--- config.mk ---
export PLATFORM = sky130hd
export DESIGN_NAME = spectrum_bar_peak_meter_core
export DESIGN_NICKNAME = d
export VERILOG_FILES = /design/src/rtl/spbpm_pkg.sv /design/src/rtl/spbpm_ram.sv /design/src/rtl/spbpm_fifo.sv /design/src/rtl/spbpm_front.sv /design/src/rtl/spbpm_back.sv /design/src/rtl/spectrum_bar_peak_meter_core.sv
export SDC_FILE = /design/constraint.sdc
export NUM_CORES = 2
export LEC_CHECK = 0
export BUFFER_PORTS_ARGS = -buffer_cell sky130_fd_sc_hd__clkbuf_2
export CORE_ASPECT_RATIO = 0.9
export CORE_MARGIN = 3
export CORE_UTILIZATION = 60
export DETAILED_ROUTE_END_ITERATION = 7
export GPL_TIMING_DRIVEN = 0
export PLACE_DENSITY = 0.76
export RECOVER_POWER = 50
export SLEW_MARGIN = 20
export SYNTH_ARGS = -nofsm -noshare
export SYNTH_HDL_FRONTEND = slang
export SYNTH_SLANG_ARGS = --single-unit
--- constraint.sdc ---
create_clock -name clk -period 14.1 [get_ports clk]
set_clock_uncertainty 0.05 [all_clocks]
set_input_delay 1.41 -clock clk [delete_from_list [all_inputs] [get_ports clk]]
set_output_delay 1.41 -clock clk [all_outputs]
set_load 0.01 [all_outputs]
--- src/rtl/spbpm_pkg.sv ---
package spbpm_pkg;

  localparam int MAX_BARS_DEF       = 128;
  localparam int LOG_TABLE_BITS_DEF = 6;
  localparam int QUEUE_DEPTH        = 4;

  localparam int MAG_W   = 16;
  localparam int LEVEL_W = 13;
  localparam int PIX_W   = 12;
  localparam int TIMER_W = 8;
  localparam int IDX_W   = 7;
  localparam int CFG_W   = 13;
  localparam int CFG_AW  = 3;

  localparam logic [LEVEL_W-1:0] LEVEL_FULL = 13'd4096;
  localparam logic [12:0]        DB_SCALE   = 13'd6576;

  localparam logic [CFG_AW-1:0] REG_BAR_COUNT   = 3'd0;
  localparam logic [CFG_AW-1:0] REG_PLOT_HEIGHT = 3'd1;
  localparam logic [CFG_AW-1:0] REG_HOLD_FRAMES = 3'd2;
  localparam logic [CFG_AW-1:0] REG_DECAY_STEP  = 3'd3;
  localparam logic [CFG_AW-1:0] REG_VIS_THRESH  = 3'd4;

  localparam logic [7:0]         BAR_COUNT_RST   = 8'd80;
  localparam logic [PIX_W-1:0]   PLOT_HEIGHT_RST = 12'd240;
  localparam logic [TIMER_W-1:0] HOLD_FRAMES_RST = 8'd30;
  localparam logic [LEVEL_W-1:0] DECAY_STEP_RST  = 13'd20;
  localparam logic [LEVEL_W-1:0] VIS_THRESH_RST  = 13'd41;

  typedef struct packed {
    logic [7:0]         bar_count;
    logic [PIX_W-1:0]   plot_height;
    logic [TIMER_W-1:0] hold_frames;
    logic [LEVEL_W-1:0] decay_step;
    logic [LEVEL_W-1:0] visible_threshold;
  } cfg_t;

endpackage

--- src/rtl/spbpm_ram.sv ---
module spbpm_ram import spbpm_pkg::*; #(
  parameter int WIDTH = 8,
  parameter int DEPTH = 16
) (
  input  logic                                   clk,
  input  logic                                   we,
  input  logic [(DEPTH > 1 ? $clog2(DEPTH) : 1)-1:0] waddr,
  input  logic [WIDTH-1:0]                       wdata,
  input  logic [(DEPTH > 1 ? $clog2(DEPTH) : 1)-1:0] raddr,
  output logic [WIDTH-1:0]                       rdata
);

  logic [WIDTH-1:0] mem [DEPTH];

  always_ff @(posedge clk) begin
    if (we) begin
      mem[waddr] <= wdata;
    end
    rdata <= mem[raddr];
  end

endmodule

--- src/rtl/spbpm_fifo.sv ---
module spbpm_fifo import spbpm_pkg::*; #(
  parameter int WIDTH = MAG_W,
  parameter int DEPTH = QUEUE_DEPTH
) (
  input  logic             clk,
  input  logic             rst,
  input  logic             push,
  input  logic [WIDTH-1:0] wdata,
  input  logic             pop,
  output logic [WIDTH-1:0] rdata,
  output logic             full,
  output logic             empty
);

  localparam int PW = (DEPTH > 1) ? $clog2(DEPTH) : 1;
  localparam int CW = $clog2(DEPTH + 1);

  logic [WIDTH-1:0] slots [DEPTH];
  logic [PW-1:0]    wr_ptr;
  logic [PW-1:0]    rd_ptr;
  logic [CW-1:0]    count;

  assign full  = (count == CW'(DEPTH));
  assign empty = (count == '0);
  assign rdata = slots[rd_ptr];

  always_ff @(posedge clk) begin
    if (push) begin
      slots[wr_ptr] <= wdata;
    end
  end

  always_ff @(posedge clk) begin
    if (rst) begin
      wr_ptr <= '0;
      rd_ptr <= '0;
      count  <= '0;
    end else begin
      if (push) begin
        wr_ptr <= (wr_ptr == PW'(DEPTH - 1)) ? '0 : wr_ptr + PW'(1);
      end
      if (pop) begin
        rd_ptr <= (rd_ptr == PW'(DEPTH - 1)) ? '0 : rd_ptr + PW'(1);
      end
      if (push && !pop) begin
        count <= count + CW'(1);
      end else if (!push && pop) begin
        count <= count - CW'(1);
      end
    end
  end

  a_no_overflow: assert property (@(posedge clk) disable iff (rst) !(push && full && !pop))
    else $error("queue overflow");
  a_no_underflow: assert property (@(posedge clk) disable iff (rst) !(pop && empty))
    else $error("queue underflow");
  a_count_range: assert property (@(posedge clk) disable iff (rst) count <= CW'(DEPTH))
    else $error("queue count out of range");

endmodule

--- src/rtl/spbpm_front.sv ---
module spbpm_front import spbpm_pkg::*; (
  input  logic             clk,
  input  logic             rst,
  input  logic             in_valid,
  output logic             in_ready,
  input  logic [MAG_W-1:0] magnitude,
  input  logic             bar_end,
  input  logic             back_busy,
  input  logic             q_full,
  output logic             q_push,
  output logic [MAG_W-1:0] q_data
);

  logic [MAG_W-1:0] running_max;
  logic [MAG_W-1:0] max_next;
  logic             accept;

  assign in_ready = !q_full && !back_busy;
  assign accept   = in_valid && in_ready;
  assign max_next = (magnitude > running_max) ? magnitude : running_max;
  assign q_push   = accept && bar_end;
  assign q_data   = max_next;

  always_ff @(posedge clk) begin
    if (rst) begin
      running_max <= '0;
    end else if (accept) begin
      running_max <= bar_end ? '0 : max_next;
    end
  end

endmodule

--- src/rtl/spbpm_back.sv ---
module spbpm_back import spbpm_pkg::*; #(
  parameter int MAX_BARS       = MAX_BARS_DEF,
  parameter int LOG_TABLE_BITS = LOG_TABLE_BITS_DEF
) (
  input  logic               clk,
  input  logic               rst,
  input  cfg_t               cfg,
  input  logic               q_empty,
  input  logic [MAG_W-1:0]   q_data,
  output logic               q_pop,
  output logic               busy,
  output logic               out_valid,
  input  logic               out_ready,
  output logic [IDX_W-1:0]   bar_index,
  output logic [LEVEL_W-1:0] level,
  output logic [PIX_W-1:0]   bar_height,
  output logic [PIX_W-1:0]   peak_row,
  output logic               peak_visible
);

  localparam int BW       = (MAX_BARS > 1) ? $clog2(MAX_BARS) : 1;
  localparam int CW       = $clog2(MAX_BARS + 1);
  localparam int TAB_SIZE = 1 << LOG_TABLE_BITS;
  localparam int ENT_W    = TIMER_W + LEVEL_W;

  typedef logic [LEVEL_W-1:0] tab_t [TAB_SIZE];

  function automatic logic [LEVEL_W-1:0] log_frac(int i);
    logic [63:0] y;
    logic [15:0] bits;
    y    = (64'd1 << 30) + (64'(i) << (30 - LOG_TABLE_BITS));
    bits = '0;
    for (int k = 0; k < 14; k++) begin
      y    = (y * y) >> 30;
      bits = bits << 1;
      if (y >= (64'd2 << 30)) begin
        bits = bits | 16'd1;
        y    = y >> 1;
      end
    end
    return LEVEL_W'((bits + 16'd2) >> 2);
  endfunction

  function automatic tab_t build_tab();
    tab_t t;
    for (int i = 0; i < TAB_SIZE; i++) begin
      t[i] = log_frac(i);
    end
    return t;
  endfunction

  localparam tab_t LOG_TAB = build_tab();

  typedef enum logic [6:0] {
    ST_CLEAR = 7'b0000001,
    ST_IDLE  = 7'b0000010,
    ST_NORM  = 7'b0000100,
    ST_LOG   = 7'b0001000,
    ST_SCALE = 7'b0010000,
    ST_UPD   = 7'b0100000,
    ST_MUL   = 7'b1000000
  } state_t;

  state_t                    state;
  state_t                    state_next;
  logic [BW-1:0]             clr_addr;
  logic [BW-1:0]             bar_counter;
  logic [BW-1:0]             b_reg;
  logic [MAG_W-1:0]          m_reg;
  logic                      m_zero;
  logic [3:0]                e_reg;
  logic [LOG_TABLE_BITS-1:0] idx_reg;
  logic [16:0]               neg_reg;
  logic [LEVEL_W-1:0]        lvl_reg;
  logic [LEVEL_W-1:0]        pk_reg;

  logic [CW-1:0]             count_eff;
  logic [BW-1:0]             b_sel;
  logic                      b_wrap;
  logic [3:0]                e_comb;
  logic [MAG_W-1:0]          m_norm;
  logic [29:0]               d_prod;
  logic [13:0]               d_val;
  logic [LEVEL_W-1:0]        lvl_comb;
  logic [ENT_W-1:0]          ram_rdata;
  logic [ENT_W-1:0]          ram_wdata;
  logic                      ram_we;
  logic [BW-1:0]             ram_waddr;
  logic [TIMER_W-1:0]        t_old;
  logic [LEVEL_W-1:0]        pk_old;
  logic [TIMER_W-1:0]        t_new;
  logic [LEVEL_W-1:0]        pk_new;
  logic [24:0]               h_prod;
  logic [24:0]               p_prod;
  logic                      out_load;

  always_comb begin
    if (cfg.bar_count == '0) begin
      count_eff = CW'(1);
    end else if (32'(cfg.bar_count) > MAX_BARS) begin
      count_eff = CW'(MAX_BARS);
    end else begin
      count_eff = CW'(cfg.bar_count);
    end
  end

  assign b_sel  = (CW'(bar_counter) >= count_eff) ? '0 : bar_counter;
  assign b_wrap = ((CW + 1)'(b_sel) + (CW + 1)'(1)) >= (CW + 1)'(count_eff);

  always_comb begin
    e_comb = '0;
    for (int i = 0; i < MAG_W; i++) begin
      if (m_reg[i]) begin
        e_comb = 4'(i);
      end
    end
  end

  assign m_norm   = m_reg << (4'd15 - e_comb);
  assign d_prod   = 30'(neg_reg) * 30'(DB_SCALE) + 30'd32768;
  assign d_val    = d_prod[29:16];
  assign lvl_comb = (m_zero || d_val >= 14'(LEVEL_FULL)) ? '0 : LEVEL_FULL - LEVEL_W'(d_val);

  assign t_old  = ram_rdata[ENT_W-1:LEVEL_W];
  assign pk_old = ram_rdata[LEVEL_W-1:0];

  always_comb begin
    t_new  = t_old;
    pk_new = pk_old;
    if (lvl_reg > pk_old) begin
      pk_new = lvl_reg;
      t_new  = cfg.hold_frames;
    end else if (t_old != '0) begin
      t_new = t_old - TIMER_W'(1);
    end else begin
      pk_new = (pk_old > cfg.decay_step) ? pk_old - cfg.decay_step : '0;
    end
  end

  assign ram_we    = (state == ST_CLEAR) || (state == ST_UPD);
  assign ram_waddr = (state == ST_CLEAR) ? clr_addr : b_reg;
  assign ram_wdata = (state == ST_CLEAR) ? '0 : {t_new, pk_new};

  spbpm_ram #(
    .WIDTH (ENT_W),
    .DEPTH (MAX_BARS)
  ) u_peak_ram (
    .clk   (clk),
    .we    (ram_we),
    .waddr (ram_waddr),
    .wdata (ram_wdata),
    .raddr (b_reg),
    .rdata (ram_rdata)
  );

  assign h_prod   = 25'(lvl_reg) * 25'(cfg.plot_height);
  assign p_prod   = 25'(pk_reg) * 25'(cfg.plot_height);
  assign out_load = (state == ST_MUL) && (!out_valid || out_ready);
  assign q_pop    = (state == ST_IDLE) && !q_empty;
  assign busy     = (state == ST_CLEAR);

  always_comb begin
    state_next = state;
    unique case (state)
      ST_CLEAR: state_next = (clr_addr == BW'(MAX_BARS - 1)) ? ST_IDLE : ST_CLEAR;
      ST_IDLE:  state_next = q_empty ? ST_IDLE : ST_NORM;
      ST_NORM:  state_next = ST_LOG;
      ST_LOG:   state_next = ST_SCALE;
      ST_SCALE: state_next = ST_UPD;
      ST_UPD:   state_next = ST_MUL;
      ST_MUL:   state_next = out_load ? ST_IDLE : ST_MUL;
      default:  state_next = ST_CLEAR;
    endcase
  end

  always_ff @(posedge clk) begin
    if (rst) begin
      state       <= ST_CLEAR;
      clr_addr    <= '0;
      bar_counter <= '0;
      out_valid   <= 1'b0;
    end else begin
      state <= state_next;
      if (state == ST_CLEAR) begin
        clr_addr <= clr_addr + BW'(1);
      end
      if (q_pop) begin
        bar_counter <= b_wrap ? '0 : b_sel + BW'(1);
      end
      if (out_load) begin
        out_valid <= 1'b1;
      end else if (out_ready) begin
        out_valid <= 1'b0;
      end
    end
  end

  always_ff @(posedge clk) begin
    if (q_pop) begin
      m_reg <= q_data;
      b_reg <= b_sel;
    end
    if (state == ST_NORM) begin
      m_zero  <= (m_reg == '0);
      e_reg   <= e_comb;
      idx_reg <= m_norm[MAG_W-2 -: LOG_TABLE_BITS];
    end
    if (state == ST_LOG) begin
      neg_reg <= {5'd16 - 5'(e_reg), 12'd0} - 17'(LOG_TAB[idx_reg]);
    end
    if (state == ST_SCALE) begin
      lvl_reg <= lvl_comb;
    end
    if (state == ST_UPD) begin
      pk_reg <= pk_new;
    end
    if (out_load) begin
      bar_index    <= IDX_W'(b_reg);
      level        <= lvl_reg;
      bar_height   <= h_prod[23:12];
      peak_row     <= cfg.plot_height - p_prod[23:12];
      peak_visible <= (pk_reg > cfg.visible_threshold);
    end
  end

  a_bar_in_range: assert property (@(posedge clk) disable iff (rst)
    (state == ST_NORM) |-> (CW'(b_reg) < count_eff))
    else $error("bar index beyond bar count");
  a_level_range: assert property (@(posedge clk) disable iff (rst)
    out_valid |-> (level <= LEVEL_FULL))
    else $error("level above full scale");
  a_result_loaded: assert property (@(posedge clk) disable iff (rst)
    (state == ST_MUL && !out_valid) |=> out_valid)
    else $error("result not loaded");
  a_no_pop_busy: assert property (@(posedge clk) disable iff (rst)
    q_pop |=> (state == ST_NORM))
    else $error("popped item not processed");

endmodule

--- src/rtl/spectrum_bar_peak_meter_core.sv ---
// Peak-hold bar meter over a stream of spectrum bins.
// Input channel (in_valid/in_ready): one unsigned Q0.16 magnitude per item;
// bar_end marks the last bin of a bar. Bins are taken one per cycle while in_ready is high.
// Output channel (out_valid/out_ready): one item per bar with the bar index,
// Q1.12 dB level, bar height, peak row and peak visibility.
// Each bar_end pushes the bar maximum into a 4-entry queue; the back end
// takes one bar at a time and finishes it before popping the next (pop,
// normalize, log table, dB scale, peak-store update, pixel multiply).
// Bins keep flowing while bars queue; in_ready drops when the queue is
// full or while the peak/timer store is cleared after reset.
// If the receiver stalls, the finished result waits in the output register
// and the back end holds its next result; the queue then fills and in_ready
// falls.
// Reset loads the register defaults, clears the running max and bar counter,
// and sweeps every entry of the peak/timer store to zero, during which
// in_ready is low. Register writes (cfg_we) take effect at once.
module spectrum_bar_peak_meter_core import spbpm_pkg::*; #(
  parameter int MAX_BARS       = MAX_BARS_DEF,
  parameter int LOG_TABLE_BITS = LOG_TABLE_BITS_DEF
) (
  input  logic               clk,
  input  logic               rst,
  input  logic               cfg_we,
  input  logic [CFG_AW-1:0]  cfg_index,
  input  logic [CFG_W-1:0]   cfg_wdata,
  input  logic               in_valid,
  output logic               in_ready,
  input  logic [MAG_W-1:0]   magnitude,
  input  logic               bar_end,
  output logic               out_valid,
  input  logic               out_ready,
  output logic [IDX_W-1:0]   bar_index,
  output logic [LEVEL_W-1:0] level,
  output logic [PIX_W-1:0]   bar_height,
  output logic [PIX_W-1:0]   peak_row,
  output logic               peak_visible
);

  cfg_t             cfg;
  logic             q_push;
  logic             q_pop;
  logic             q_full;
  logic             q_empty;
  logic [MAG_W-1:0] q_wdata;
  logic [MAG_W-1:0] q_rdata;
  logic             back_busy;

  always_ff @(posedge clk) begin
    if (rst) begin
      cfg.bar_count         <= BAR_COUNT_RST;
      cfg.plot_height       <= PLOT_HEIGHT_RST;
      cfg.hold_frames       <= HOLD_FRAMES_RST;
      cfg.decay_step        <= DECAY_STEP_RST;
      cfg.visible_threshold <= VIS_THRESH_RST;
    end else if (cfg_we) begin
      unique case (cfg_index)
        REG_BAR_COUNT:   cfg.bar_count         <= cfg_wdata[7:0];
        REG_PLOT_HEIGHT: cfg.plot_height       <= cfg_wdata[PIX_W-1:0];
        REG_HOLD_FRAMES: cfg.hold_frames       <= cfg_wdata[TIMER_W-1:0];
        REG_DECAY_STEP:  cfg.decay_step        <= cfg_wdata[LEVEL_W-1:0];
        REG_VIS_THRESH:  cfg.visible_threshold <= cfg_wdata[LEVEL_W-1:0];
        default: ;
      endcase
    end
  end

  spbpm_front u_front (
    .clk       (clk),
    .rst       (rst),
    .in_valid  (in_valid),
    .in_ready  (in_ready),
    .magnitude (magnitude),
    .bar_end   (bar_end),
    .back_busy (back_busy),
    .q_full    (q_full),
    .q_push    (q_push),
    .q_data    (q_wdata)
  );

  spbpm_fifo #(
    .WIDTH (MAG_W),
    .DEPTH (QUEUE_DEPTH)
  ) u_queue (
    .clk   (clk),
    .rst   (rst),
    .push  (q_push),
    .wdata (q_wdata),
    .pop   (q_pop),
    .rdata (q_rdata),
    .full  (q_full),
    .empty (q_empty)
  );

  spbpm_back #(
    .MAX_BARS       (MAX_BARS),
    .LOG_TABLE_BITS (LOG_TABLE_BITS)
  ) u_back (
    .clk          (clk),
    .rst          (rst),
    .cfg          (cfg),
    .q_empty      (q_empty),
    .q_data       (q_rdata),
    .q_pop        (q_pop),
    .busy         (back_busy),
    .out_valid    (out_valid),
    .out_ready    (out_ready),
    .bar_index    (bar_index),
    .level        (level),
    .bar_height   (bar_height),
    .peak_row     (peak_row),
    .peak_visible (peak_visible)
  );

endmodule
==> out/qor.yml <==
synth:
  syn-cell-area_um2: 131000
  ys.warnings.count: 0
  ys_seq_elements: 2994
  ys.flop_type: "edfxtp_1"
  syn_nets: 7526
  synth_area_leaders: "edfxtp_1 66%, mux4_2 16%, fa_1 4.2%, ha_1 2.7%, dfxtp_1 1.8%"
  synth_edf_count: 2874
  synth_top_cell_by_area: "edfxtp_1"
  synth_top_area_share_pct: 66.1
  synthDistinctLibCells: 89
  syn_avg_cell_area_um2: 18.8
  ys_seq_area_share_pct: 67.9
  synthArstFlopShare_pct: 0
  synth_cells: 6938
worst_hold_path:
  hp-class: "reg2reg"
  hold_path_startpoint: "u_back.b_reg[2]"
critical_path:
  timing.rr.start: "u_back.lvl_reg[0]"
  startpoint_type: "register"
  worst-setup-path-type: "reg2reg"
  crit_required_ps: 14360
  arrival_ps: 10340
  path_buf_inv: 5
  crit_family: "buffers and inverters"
  cp_max_fo: 48
  cpPeakStageDelay_ps: 2120
  crit_start: "u_back.lvl_reg[0]"
  crit_slowest_cell: "clkbuf_1"
  end_kind: "register"
  worstPathCellList: "clkbuf_1 > inv_1 > ha_1 > nor2b_1 > o21a_1 > o21a_1 > o21a_1 > o21a_1 > o21ai_0 > a21oi_1 > o41ai_1 > clkbuf_1 > nor2_1 > a21oi_1 > and2_0 > clkbuf_1 > clkbuf_1"
global_route:
  use_met2_pct: 47.4
  grt_usage_pct: 31.7
  use_met3_pct: 8.42
  grt_max_degree: 73
  busiest_layer: "met2"
  grt_pass1_vias: 70700
  grt-ovfl-total: 0
  antenna_found_initial: 24
  grt_pass1_wl_mm: 508
  use_met1_pct: 44.9
clocking:
  cts_setup_buffers: 0
  clockBufferDepth: 4
  ctsResizeCount: 0
  cts_inserted_buffers: 304
  cts_tree: "built"
  clk_latency_ps: 940
  path_clk_slew_ps: 60
  htreeDepth: 5
  ctsHoldBuffers: 0
  root_buffer: "clkbuf_16"
  cts_sinks: 2994
floorplanning:
  rows: 161
  die_w_um: 498
  ioPinCount: 85
  start_util_pct: 60.7
  core_area_um2: 215000
  die-area_um2: 223000
  die_y_um: 449
sta:
  finalMaxSlewViolations: 2601
  rsz0062_at_grt: "no"
  finalCritPeriodShare_pct: 71.5
  worst_pin_slew_ps: 3520
  fin_crit_ps: 10070
  holdWs_ps: 399
  fin_ws_ps: 4030
  relSlewSlack_pct: -135
  setup-violations-final: 0
  hold_viol: 0
  fmax_mhz: 99.3
power:
  p_leak_uw: 0.0502
  power-per-cell-area_nw_per_um2: 124
  vdd_drop_max_mv: 0.115
final_layout:
  syn2layout_area_growth_pct: 11.6
  largest_register_ffs: 2688
  reg.largest.list: "u_back.u_peak_ram.mem x2688, u_queue.slots x64, cfg x54"
  drive_above_1_share_pct: 20.6
  final_util_pct: 67.7
  multiInputGateArea_um2: 39400
  fin_nets: 8003
  final_cell_area_um2: 146000
  top_register: "u_back.u_peak_ram.mem"
  register_area_um2: 88700
  fill_cells: 13400
job:
  maxCapViolations: 88
placed_design:
  gp_congestion: 0.916
  dpl.hpwl_mm: 232
  portBuffers: 84
  place_worst_setup_slack_ps: 5640
  postPlaceCellArea_um2: 138000
drt:
  drt_iter0_markers: 9822
  drcViolationCount: 0
  vias: 70700
  ant_nets: 0
  wl_per_cell_um: 33.3
  firstDrtPassIters: 8
  drt-total-wl_mm: 350
  vias_per_cell: 6.74
run_status:
  run_status: "finished with violations"
  violations: "capacitance limit, slew limit"
worst register-to-register path, cell delays in order, from the launching register on:
cell      delay [ps]
edfxtp_1         670
clkbuf_1         370
inv_1            210
ha_1             170
nor2b_1           40
o21a_1           160
o21a_1           160
o21a_1           160
o21a_1           170
o21ai_0          150
a21oi_1           90
o41ai_1          890
clkbuf_1         430
nor2_1            90
a21oi_1          230
and2_0          1500
clkbuf_1        1730
clkbuf_1        2120
cell usage after synthesis, drive strengths merged (10+ instances only):
| library cell | number |
|---|---|
| and3 | 11 |
| a22o | 17 |
| nand4 | 15 |
| inv | 455 |
| mux2i | 32 |
| nor3 | 36 |
| dfxtp | 120 |
| a21oi | 130 |
| a211oi | 16 |
| nand2b | 32 |
| and2 | 123 |
| a21boi | 10 |
| a31oi | 28 |
| fa | 272 |
| o21ai | 62 |
| edfxtp | 2874 |
| xor2 | 46 |
| ha | 278 |
| nor2b | 34 |
| a21o | 33 |
| nor2 | 271 |
| nand2 | 431 |
| nor3b | 10 |
| buf | 93 |
| o21a | 18 |
| xnor2 | 73 |
| nand3b | 24 |
| or2 | 25 |
| mux2 | 46 |
| nor4 | 14 |
| nand3 | 28 |
| or3 | 10 |
| a22oi | 13 |
| o31ai | 12 |
| mux4 | 901 |
| clkbuf | 255 |
final cells by class:
class	count	share of cell area (%)
diodes	13	0.0223
flip-flops and latches	2994	60.9
inverters	455	1.17
clock inverters	142	0.852
repair buffers	171	1.04
well taps	2852	2.45
multi-input cells	3141	27.1
plain buffers	348	0.962
clock buffers	377	5.59
routing by layer:
layer	part of all wire (%)	wire length [um]
met1	37	129000
met2	46	161000
met3	12	42500
met4	5.1	17700
met5	0.031	108
logic make-up after synthesis:
kind of cell	share of synthesized area (%)
mux	16.2
xor+xnor	0.815
fa+ha+maj	6.83
compound gates	2.04
flops	67.9
buf+inv	2.33
simple gates	3.91
power breakdown:
part / total (uW) / internal [uW] / switching (uW)
combinational: 568 / 225 / 342
clock: 7790 / 4460 / 3330
sequential: 9660 / 9650 / 11.7
total: 18000 / 14300 / 3690
placed cells by master, fill, tap and decap left out, types with 73 or more instances in the layout:
master	netlist	routed
a21oi_1	130	129
and2_1	123	104
clkbuf_1	255	379
clkbuf_16	0	316
clkbuf_2	0	77
dfxtp_1	120	120
edfxtp_1	2874	2874
fa_1	272	272
ha_1	278	278
inv_1	454	453
mux4_2	901	901
nand2_1	431	431
nor2_1	271	192
nor2_4	0	73
xnor2_1	73	73
final timing paths:
kind                                       end  slack, ps  depth (start not counted)
hold reg to reg            u_back.bar_index[2]        400                          0
setup / recovery  u_back.u_peak_ram.mem[23][1]       4030                         17
hold / removal             u_back.bar_index[2]        400                          0
setup reg to reg  u_back.u_peak_ram.mem[23][1]       4030                         17
metrics by stage:
| step | TNS, ps | cells | power, uW |
|---|---|---|---|
| 6_report | 0 | 10500 | 18000 |
| 5_1_grt | 0 | 10500 | 18500 |
| 4_1_cts | 0 | 10500 | 18100 |
| 3_5_place_dp | 0 | 9961 | 10400 |
| 3_3_place_gp | -158220 | 9874 | 10400 |
| 2_1_floorplan | 0 | 6938 | 10200 |
(Power assumes the default switching activity.)
